File: src/hdl/l2bi_pkg.sv
// Shared types and constants for the 2D lookup table with bilinear interpolation.
`default_nettype none
package l2bi_pkg;

    // Request codes
    localparam logic [1:0] REQ_COL_BP = 2'd0;
    localparam logic [1:0] REQ_ROW_BP = 2'd1;
    localparam logic [1:0] REQ_GRID   = 2'd2;
    localparam logic [1:0] REQ_QUERY  = 2'd3;

    // Result codes
    localparam logic [1:0] RK_WRITE_OK = 2'd0;
    localparam logic [1:0] RK_QUERY    = 2'd1;
    localparam logic [1:0] RK_BAD_ADDR = 2'd2;

    // Configuration register indexes (byte address bit 2)
    localparam logic CFG_COLS = 1'b0;
    localparam logic CFG_ROWS = 1'b1;

    // 1.0 as a Q0.16 weight
    localparam logic [16:0] FRAC_ONE = 17'h10000;

    // Number of quotient bits the divider produces
    localparam logic [4:0] DIV_STEPS = 5'd16;

    typedef struct packed {
        logic [1:0]         req_type;
        logic [7:0]         write_addr;
        logic signed [31:0] write_data;
        logic signed [31:0] col_point;
        logic signed [31:0] row_point;
    } t_req;

    typedef struct packed {
        logic [1:0]         result_kind;
        logic signed [31:0] interp_value;
    } t_result;

    // Classification done by the front end
    typedef struct packed {
        logic is_query;
        logic addr_ok;
    } t_cls;

    typedef struct packed {
        t_cls cls;
        t_req req;
    } t_entry;

    // Queue head as seen by the back end
    typedef struct packed {
        logic   valid;
        t_entry entry;
    } t_head;

    typedef enum logic [3:0] {
        ST_IDLE,
        ST_WRITE,
        ST_RD_LAST,
        ST_RD_FIRST,
        ST_CLAMP,
        ST_SCAN,
        ST_DIV_SETUP,
        ST_DIV,
        ST_AXIS_DONE,
        ST_WEIGHT,
        ST_MUL_HI,
        ST_ACC_HI,
        ST_ACC_LO,
        ST_DONE
    } t_back_state;

endpackage
`default_nettype wire

File: src/hdl/l2bi_front.sv
// Front end: accepts transactions, classifies them and queues them for the back end.
`default_nettype none
module l2bi_front #(
    parameter int MAX_COLS = 16,
    parameter int MAX_ROWS = 16
) (
    input  wire logic           i_clk,
    input  wire logic           i_rst_n,
    input  wire logic           i_start,
    output      logic           o_busy,
    input  wire l2bi_pkg::t_req i_req,
    output      l2bi_pkg::t_head o_head,
    input  wire logic           i_pop
);
    import l2bi_pkg::*;

    t_entry     r_slot [2];
    logic       r_wr, r_rd;
    logic [1:0] r_count;
    logic       push;
    t_cls       cls;

    // Classify the incoming transaction
    always_comb begin
        cls.is_query = (i_req.req_type == REQ_QUERY);
        unique case (i_req.req_type)
            REQ_COL_BP: cls.addr_ok = (int'(i_req.write_addr) < MAX_COLS);
            REQ_ROW_BP: cls.addr_ok = (int'(i_req.write_addr) < MAX_ROWS);
            REQ_GRID:   cls.addr_ok = (int'(i_req.write_addr[3:0]) < MAX_COLS) &&
                                      (int'(i_req.write_addr[7:4]) < MAX_ROWS);
            default:    cls.addr_ok = 1'b1;
        endcase
    end

    assign o_busy = (r_count == 2'd2);
    assign push   = i_start && !o_busy;

    // Two-entry queue storage
    always_ff @(posedge i_clk) begin
        if (push) begin
            r_slot[r_wr] <= '{cls: cls, req: i_req};
        end
    end

    // Queue pointers
    always_ff @(posedge i_clk) begin
        if (!i_rst_n) begin
            r_wr    <= 1'b0;
            r_rd    <= 1'b0;
            r_count <= 2'd0;
        end else begin
            if (push) r_wr <= ~r_wr;
            if (i_pop) r_rd <= ~r_rd;
            r_count <= 2'(r_count + 2'(push) - 2'(i_pop));
        end
    end

    assign o_head.valid = (r_count != 2'd0);
    assign o_head.entry = r_slot[r_rd];

    // A lone push grows the queue by one
    assert property (@(posedge i_clk) disable iff (!i_rst_n)
        (push && !i_pop) |=> (r_count == 2'($past(r_count) + 2'd1)))
        else $error("queue count did not follow push");

    // Never pop an empty queue
    assert property (@(posedge i_clk) disable iff (!i_rst_n)
        i_pop |-> (r_count != 2'd0))
        else $error("pop from empty queue");

endmodule
`default_nettype wire

File: config.mk
export PLATFORM = sky130hd
export DESIGN_NAME = l2bi_front
export DESIGN_NICKNAME = d
export VERILOG_FILES = /design/src/hdl/l2bi_pkg.sv /design/src/hdl/l2bi_front.sv
export SDC_FILE = /design/constraint.sdc
export NUM_CORES = 1
export LEC_CHECK = 0
export BUFFER_PORTS_ARGS = -buffer_cell sky130_fd_sc_hd__buf_2
export CAP_MARGIN = 20
export CELL_PAD_IN_SITES_DETAIL_PLACEMENT = 1
export CELL_PAD_IN_SITES_GLOBAL_PLACEMENT = 1
export CORE_MARGIN = 5
export CORE_UTILIZATION = 47
export DETAILED_ROUTE_END_ITERATION = 8
export GPL_TIMING_DRIVEN = 0
export PLACE_DENSITY = 0.92
export REMOVE_ABC_BUFFERS = 1
export SETUP_SLACK_MARGIN = 0.5
export SLEW_MARGIN = 20
export SYNTH_ARGS = -nofsm -noshare
export SYNTH_HDL_FRONTEND = slang
export SYNTH_SLANG_ARGS = --single-unit
export TNS_END_PERCENT = 50
File: constraint.sdc
create_clock -name i_clk -period 8.88 [get_ports i_clk]
set_clock_uncertainty 0.15 [all_clocks]
set_input_delay 0.888 -clock i_clk [delete_from_list [all_inputs] [get_ports i_clk]]
set_output_delay 0.888 -clock i_clk [all_outputs]
set_load 0.01 [all_outputs]
==> results.txt <==
----------------------------------------------------
[Clocking]
  Number of cells upsized or downsized after cts ... 0
  Clock tree from TritonCTS ... done
  H-tree Lvls ... 1
  Clock root buffer ... sky130_fd_sc_hd__clkbuf_16
  Count of hold buffers inserted by post-cts repair ... 0
  Number of clock buffers inserted by TritonCTS ... 23
  Register clock-pin slew on the reported worst setup and hold paths ... 0.06 ns
  Max Buffers Root-to-Sink ... 3
  Clock latency on the worst-skew pair ... 0.48 ns
  Clock sinks ... 221
  Post-CTS setup buffer count ... 0

[Critical path]
  Worst EP required ... 7.84 ns
  Startpoint kind of the worst setup timing path ... register
  Endpoint type of the worst setup path ... output pin
  Critical path start-end classification ... register to output pin
  Start of the worst register-to-register path ... r_count[0]
  Worst Reg2Reg Path Length in Cells ... 5
  Reg-to-Reg End ... r_slot[0][80]
  Critical Path AT ... 1.93 ns
  Flop-to-flop setup slack ... 6.82 ns
  Max Fanout on Critical Path ... 47

[Routing]
  Met3 wire length ... 1.212 mm
  DRT antenna net count ... 0
  Vias per cell ... 4.921
  Drt pass-1 iters ... 4
  Top sig layer ... met5
  Drt drc ... 0
  Via count ... 4178
  Final wirelength ... 17.52 mm
  Number of DRC markers after the initial detailed-route iteration ... 148
  Routed metal-1 wirelength ... 6.451 mm
  Amount of wire on met2 after detailed routing ... 9.561 mm
  Wire length per cell ... 20.63 µm

[Logic synthesis]
  Yosys warning count ... 0
  Cell area after synthesis ... 8110 µm²
  Sequential share of the synthesized area ... 81.21%
  Number of synthesized register bits ... 221
  Largest cells by area after synthesis ... sky130_fd_sc_hd__edfxtp_1 (80%), sky130_fd_sc_hd__mux2_2 (12%), sky130_fd_sc_hd__mux2_4 (3.7%), sky130_fd_sc_hd__dfxtp_1 (1.2%), sky130_fd_sc_hd__buf_6 (0.56%)
  Cell variety after synth ... 19
  Number of instances in the synthesized netlist ... 365
  Share of the synthesized area in the top cell type ... 79.98%
  Top cell type by total area after synthesis ... sky130_fd_sc_hd__edfxtp_1
  Synth Area per Inst ... 22.22 µm²

[Global routing]
  First-pass GRT wire length ... 26.51 mm
  Total global-route track usage ... 16.96%
  Number of global-route vias before repair ... 4748
  Initial antenna violation count ... 3
  Largest net degree at the start of global routing ... 48
  Grt ovf ... 0

[Die]
  Total I/O pin count ... 220
  Initial core utilization ... 47.38%
  Core footprint ... 17120 µm²
  Horizontal extent of the die ... 141.4 µm
  Die Area ... 19980 µm²
  Number of core rows ... 48
  Die height ... 141.4 µm

[Timing]
  Final hold vios ... 0
  Slew @ Worst Pin ... 0.5345 ns
  Highest clock rate ... 337.0 MHz
  Headroom to the max-slew limit ... 64.28%
  Share of the clock period used by the worst path ... 33.42%
  Final-report setup violation count ... 0
  Count of pins over their slew limit ... 0
  Setup repair after global routing missed its margin ... no
  Time the final worst path needs with I/O delays and setup ... 2.967 ns
  Total Neg Setup Slack ... 0 ns

[Place]
  Placed wire-length estimate ... 12.31 mm
  Post-DP Area ... 9659 µm²
  Placed cell count ... 806
  Number of port buffers ... 219
  Routability-driven placement congestion ratio ... 0.7331

[Worst hold path]
  Instance count along the most critical hold path ... 2
  Type of the most critical hold path ... register to register
  Hold path startpoint ... r_rd
  End point of the most critical hold path ... r_rd

[Pwr]
  Worst IR Drop VDD ... 0.1701 mV
  Power per unit of standard cell area ... 256.4 nW/µm²
  PnR Total Power ... 2.679 mW
  Leakage power figure ... 3.977 nW

[Final layout]
  Net count, final ... 718
  Ratio of cells with drive above 1 in the final layout ... 60.13%
  Cell area after layout ... 10450 µm²
  Fill cells ... 1541
  Final Instance Count excl. Fillers ... 849
  Signed area change from the synthesized netlist to the final layout ... 28.83%

[Flow run]
  Maximum Capacitance Violations ... 0

[Run status]
  Result of the run ... finished clean

----------------------------------------------------
## final cells by class
cell class / instances / area [µm²] / area share [%]
inverters: 4 / 15.01 / 0.1437
multi-input cells: 128 / 1436 / 13.75
flip-flops and latches: 221 / 6590 / 63.07
repair buffers: 228 / 1336 / 12.79
clock buffers: 28 / 594.3 / 5.688
clock inverters: 13 / 190.2 / 1.820
diodes: 2 / 5.005 / 0.04790
well taps: 225 / 281.5 / 2.694
## report_power, final
part	switching, mW	total [mW]	leakage, nW	internal, mW
Clock	0.368	0.989	0.383	0.621
Combinational	0.202	0.385	1.54	0.183
Sequential	0.0328	1.30	2.06	1.27
## layer usage
layer	vias to the layer above	GRT usage [%]
met5	-	0
met2	146	32.08
li1	1926	-
met3	30	4.685
met4	4	3.570
met1	2072	19.04
## critical path, stage by stage (launching register included)
cell and delay [ns]:
sky130_fd_sc_hd__dfxtp_4 0.58, sky130_fd_sc_hd__buf_16 0.30, sky130_fd_sc_hd__mux2_2 0.39, sky130_fd_sc_hd__buf_2 0.14
## sequential cells by signal, indices dropped and copies added (netlist names), named ones only
register  count
r_count       2
r_rd          1
r_slot      216
r_wr          1
## worst max-delay path by stage
stage                                 to  slack (ns)  cells after the start
after floorplan             r_slot[0][0]        2.68                      2
after global placement    r_slot[0][100]        0.37                      3
after detailed placement   r_slot[0][39]        6.38                      5
after CTS                     o_head[20]        5.86                      3
after global routing          o_head[48]        5.82                      3
final                         o_head[20]        5.91                      3
## kinds of logic (layout without fill, tap and decap cells)
group / after synthesis / in the layout / synth area share (%)
xor gates and xnor gates: 2 / 2 / 0.2160
adders and majority gates: 2 / 2 / 0.3085
AOI/OAI and AO/OA: 1 / 1 / 0.1080
and+or+nand+nor: 14 / 14 / 0.8794
buffers and inverters: 16 / 273 / 1.234
other: 0 / 2 / 0
DFF: 221 / 221 / 81.21
muxes: 109 / 109 / 16.04
## Yosys cell counts (all sizes together)
| cell | instances |
|---|---|
| dfxtp | 5 |
| nor2 | 4 |
| and2 | 3 |
| edfxtp | 216 |
| xor2 | 1 |
| or2 | 1 |
| and3 | 1 |
| xnor2 | 1 |
| ha | 2 |
| nand2b | 2 |
| nand2 | 2 |
| mux2 | 108 |
| nor3 | 1 |
| o41ai | 1 |
| inv | 4 |
| buf | 12 |
| mux2i | 1 |
## layout by cell type, fill, tap and decap left out, drive strengths merged, types with 2 or more instances in the layout
cell / n
buf: 228
edfxtp: 216
mux2: 108
clkbuf: 28
clkinv: 7
bufinv: 5
dfxtp: 5
inv: 4
nor2: 4
and2: 3
diode: 2
nand2b: 2
nand2: 2
ha: 2
## metrics by stage
step,hold slack [ns],utilization (%),worst slack (ns)
2_1_floorplan,0.3049,-,2.680
3_3_place_gp,0.3143,54.93,0.3661
3_5_place_dp,0.3620,56.43,6.384
4_1_cts,0.3894,61.02,5.865
5_1_grt,0.3993,61.03,5.820
6_report,0.3865,61.05,5.913
(Power assumes the default switching activity.)
